<file path="src/normalized_midpoint_3d_unit_defines.svh">
// Assertion macros for the normalized midpoint unit.
// Used by the top level only; expects clk_i and rst_ni in scope.
`ifndef NORMALIZED_MIDPOINT_3D_UNIT_DEFINES_SVH
`define NORMALIZED_MIDPOINT_3D_UNIT_DEFINES_SVH

// same-cycle implication
`define NMID_ASSERT_NOW(lbl, ante, cons, msg) \
  lbl: assert property (@(posedge clk_i) disable iff (!rst_ni) (ante) |-> (cons)) \
    else $error(msg);

// next-cycle implication
`define NMID_ASSERT_NEXT(lbl, ante, cons, msg) \
  lbl: assert property (@(posedge clk_i) disable iff (!rst_ni) (ante) |=> (cons)) \
    else $error(msg);

`endif

</file>
<file path="src/nmid_pkg.sv">
// Types, widths and the root-search step for the normalized midpoint unit.
// No dependencies; imported by nmid_skid, normalized_midpoint_3d_unit and nmid_result_checker.
`timescale 1ns / 1ps

package nmid_pkg;

  localparam int unsigned CoordW = 32;
  localparam int unsigned CfgW   = 62;
  localparam int unsigned SqW    = 64;
  localparam int unsigned RemW   = 130;
  localparam int unsigned QW     = 98;
  localparam int unsigned RootW  = 31;
  localparam int unsigned Steps  = 31;
  localparam int unsigned Lanes  = 3;

  typedef struct packed {
    logic [RootW-1:0]       r;
    logic signed [RemW-1:0] rem;
    logic signed [QW-1:0]   q;
  } lane_t;

  typedef struct packed {
    logic                          degen;
    logic [Lanes-1:0][CoordW-1:0]  m;
    logic [SqW-1:0]                s;
    lane_t [Lanes-1:0]             ln;
  } stg_t;

  typedef struct packed {
    logic [CoordW-1:0] x;
    logic [CoordW-1:0] y;
    logic [CoordW-1:0] z;
    logic              degen;
  } res_t;

  // Try one root bit: keep rem = M - (2r-1)^2 S and q = (2r-1) S.
  function automatic lane_t nmid_step_f(lane_t cur, logic [SqW-1:0] s, int unsigned b);
    logic signed [RemW-1:0] q_ext;
    logic signed [RemW-1:0] s_ext;
    logic signed [RemW-1:0] cand;
    lane_t                  nxt;
    q_ext = RemW'(cur.q);
    s_ext = $signed({{(RemW-SqW){1'b0}}, s});
    cand  = cur.rem - (q_ext <<< (b + 2)) - (s_ext <<< (2 * b + 2));
    nxt   = cur;
    if (!cand[RemW-1]) begin
      nxt.rem = cand;
      nxt.r   = cur.r | (RootW'(1) << b);
      nxt.q   = cur.q + $signed({{(QW-SqW){1'b0}}, s} << (b + 1));
    end
    return nxt;
  endfunction

endpackage

</file>
<file path="src/nmid_skid.sv">
// Output register plus one skid entry for the normalized midpoint unit.
// Depends on nmid_pkg for the result type.
`timescale 1ns / 1ps

module nmid_skid (
  input  logic          clk_i,
  input  logic          rst_ni,
  input  logic          in_valid_i,
  input  nmid_pkg::res_t in_data_i,
  output logic          full_o,
  output logic          out_valid_o,
  input  logic          out_stall_i,
  output nmid_pkg::res_t out_data_o
);
  import nmid_pkg::*;

  logic out_v_q, skid_v_q, load_out;
  res_t out_q, skid_q;

  assign load_out = !out_v_q || !out_stall_i;

  always_ff @(posedge clk_i or negedge rst_ni) begin
    if (!rst_ni) begin
      out_v_q  <= 1'b0;
      skid_v_q <= 1'b0;
    end else if (load_out) begin
      out_v_q  <= skid_v_q | in_valid_i;
      skid_v_q <= 1'b0;
    end else if (in_valid_i) begin
      skid_v_q <= 1'b1;
    end
  end

  always_ff @(posedge clk_i) begin
    if (load_out) begin
      out_q <= skid_v_q ? skid_q : in_data_i;
    end else if (in_valid_i) begin
      skid_q <= in_data_i;
    end
  end

  assign full_o      = skid_v_q;
  assign out_valid_o = out_v_q;
  assign out_data_o  = out_q;

endmodule

</file>
<file path="config.mk">
export PLATFORM = sky130hd
export DESIGN_NAME = nmid_skid
export DESIGN_NICKNAME = d
export VERILOG_FILES = /design/src/normalized_midpoint_3d_unit_defines.svh /design/src/nmid_pkg.sv /design/src/nmid_skid.sv
export SDC_FILE = /design/constraint.sdc
export NUM_CORES = 1
export LEC_CHECK = 0
export BUFFER_PORTS_ARGS = -buffer_cell sky130_fd_sc_hd__buf_2
export CAP_MARGIN = 0
export CORE_ASPECT_RATIO = 0.5
export CORE_UTILIZATION = 50
export DETAILED_ROUTE_END_ITERATION = 7
export HOLD_SLACK_MARGIN = 0.15
export PLACE_DENSITY = 0.77
export SKIP_LAST_GASP = 1
export SYNTH_ARGS = -nofsm -noshare
export SYNTH_HDL_FRONTEND = slang
export SYNTH_SLANG_ARGS = --single-unit
</file>
<file path="constraint.sdc">
create_clock -name clk_i -period 6.1 [get_ports clk_i]
set_input_delay 1.22 -clock clk_i [delete_from_list [all_inputs] [get_ports clk_i]]
set_output_delay 1.22 -clock clk_i [all_outputs]
set_load 0.005 [all_outputs]
</file>
==> results.ini <==
[power]
seq_power_share = 0.539
comb_power_share = 0.079
power-per-cell-area_nw_per_um2 = 338
p_sw_frac = 0.220
p_clk_frac = 0.381
leakagePower_nw = 3.40
p_switching_w = 0.000661
ir_worst_vdd_uv = 192
p_int_w = 0.00235

[die]
core_um2 = 13700
die-area_um2 = 14700
boundaryPins = 200
die_h_um = 86.3
initial_core_util = 0.518
die_w_um = 171
rows = 30

[finish]
final_util = 0.651
num_antenna_cells = 0
final_cells = 723
layout-drive-gt1-share = 0.627
fin_nets = 619
synthToLayoutAreaGrowth_pct = 25.5

[timing]
worst_slack_ns = 3.46
finClkSkew_ns = 0.0141
rsz0062_at_grt = false
fmax_mhz = 378
final.period_utilization = 0.433
tightest_slew_ns = 1.04
setup_viol = 0
finalSetupTns_ns = 0
relSlewSlack = 0.309
finalCriticalPeriod_ns = 2.64
fin_hold_ws_ns = 0.546
hold_violations = 0
finalMaxSlewViolations = 0

[setup_path]
path_max_fanout = 50
endpoint_kind = flop
path_cells = buf_2 > and3_4 > buf_4
path_buf_inv = 2
slowest_stage = buf_4
crit_family = buffers and inverters
critPathKind = in2reg
startpoint_type = primary input
r2r_cells = 2
r2r_end = out_data_o[71]
r2r_slack_ns = 3.86
cp_data_arrival_time_ns = 2.69
crit_path_max_incr_delay_ns = 0.65
worstPathRequired_ns = 6.14
reg2reg_from = full_o

[global_route]
use_met1 = 0.211
antenna_found_initial = 0
busiest_layer = met2
grt_util_met2 = 0.315
grt_max_degree = 78
grt_first_pass_wirelength_mm = 19.2
grt_pass1_vias = 3691
groute.usage.overall = 0.175
use_met3 = 0.0347
grt-ovfl-total = 0

[yosys]
synthArstFlopShare = 0.0102
synth_top_area_frac = 0.820
synthesis.nets = 409
yosysTopAreaCell = edfxtp_1
syn-instance-count = 308
synth-seq-area-share = 0.827
synth-seq-cells = 196
synth_cell_type_count = 10
synth_area_leaders = edfxtp_1 (82%), mux2_2 (14%), mux2_4 (1.7%), dfrtp_1 (0.70%), buf_2 (0.56%)
ys_warn_count = 0
yosysMostFrequentCell = edfxtp_1
avgSynthCellArea_um2 = 23.1
ys_top_cells_by_count = edfxtp_1 (194), mux2_2 (89), buf_2 (8), mux2_4 (8), buf_6 (3)
synth_edf_count = 194
synth_ff_type = edfxtp_1
synth_area_um2 = 7100

[routing]
wl_per_cell_um = 17.3
ant_nets = 0
routed_via_density = 4.87
firstDrtPassIters = 5
drt_iter0_drc = 206
drc = 0
vias = 3523
routed_wl_mm = 12.5

[job]
drv_cap = 0

[run_status]
run_status = completed

[clocking]
clkTransAtPathRegs_ns = 0.07
cts-root-buf = clkbuf_16
ctsLongestPathBuffers = 2
cts_resized = 0
htree_levels = 4
clkLatencyLatePin_ns = 0.42
numCtsBuffers = 17
cts_setup_buffers = 0
hold_buffers = 0
cts_tree = yes
cts.sinks = 196

[placed_design]
gp_congestion = 0.748
port_buffers = 199
placed_cells = 691
dp_slack_ns = 3.01
dp_hpwl_mm = 8.03

[hold_path]
min_from = skid_q[31]
holdPathEnd = out_data_o[31]
hp-class = reg2reg
min_delay_path_depth = 1

stage by stage:
| stage | total power, W | cell area [um2] |
|---|---|---|
| 5_1_grt | 0.00312 | 8910 |
| 6_report | 0.00301 | 8910 |
| 3_3_place_gp | 0.00188 | 8300 |
| 4_1_cts | 0.00304 | 8910 |
| 3_5_place_dp | 0.00190 | 8300 |
| 2_1_floorplan | 0.00177 | 7100 |
layout by cell type, fill, tap and decap left out:
master and instances:
dfrtp_1 1, clkinv_4 2, dfrtp_4 1, inv_8 4, clkbuf_16 17, clkinv_8 1
mux2_2 89, inv_6 5, buf_4 3, clkbuf_1 1, and3_4 1, buf_2 199
bufinv_16 2, a211o_1 1, mux2_4 8, edfxtp_1 194, nand2_4 1, o211a_1 1
cell type report:
class	instances	area, um2
clock inverters	14	183
flip-flops and latches	196	5880
repair buffers	202	1020
multi-input cells	101	1160
clock buffers	18	429
well taps	192	240
fillers	958	4790
power by group through the flow:
stage	combinational, W	clock, W	sequential [W]
after detailed placement	0.000242	0	0.00165
after CTS	0.000243	0.00117	0.00162
after floorplan	0.000110	0	0.00166
after global routing	0.000261	0.00123	0.00163
after global placement	0.000235	0	0.00165
final	0.000238	0.00115	0.00162
flip-flops by register name, indices dropped and copies added (netlist names):
signal       count
out_data_o      97
skid_q          97
full_o           1
out_valid_o      1
worst max-delay path by stage:
stage / to / start / depth (start not counted)
2_1_floorplan: skid_q[0] / in_valid_i / 1
3_3_place_gp: skid_q[77] / out_stall_i / 3
3_5_place_dp: skid_q[79] / out_stall_i / 3
4_1_cts: skid_q[65] / out_stall_i / 3
5_1_grt: skid_q[70] / out_stall_i / 3
6_report: skid_q[66] / out_stall_i / 3
routing by layer:
metal  wire length (um)  vias to the layer above  share of wire
li1                   -                     1663              -
met1               5190                     1770           0.42
met2               6720                       77           0.54
met3                390                       13          0.031
met4                178                        0          0.014
met5                  0                        -              0
cells by family (layout without fill, tap and decap cells):
logic type	Yosys count	after routing	share of synthesized area
AO/OA/AOI/OAI	2	2	0.00264
flip-flops	196	196	0.827
buffers and inverters	11	234	0.0104
multiplexers	97	97	0.158
AND/OR/NAND/NOR	2	2	0.00141
Power figures use the tool's default switching activity.
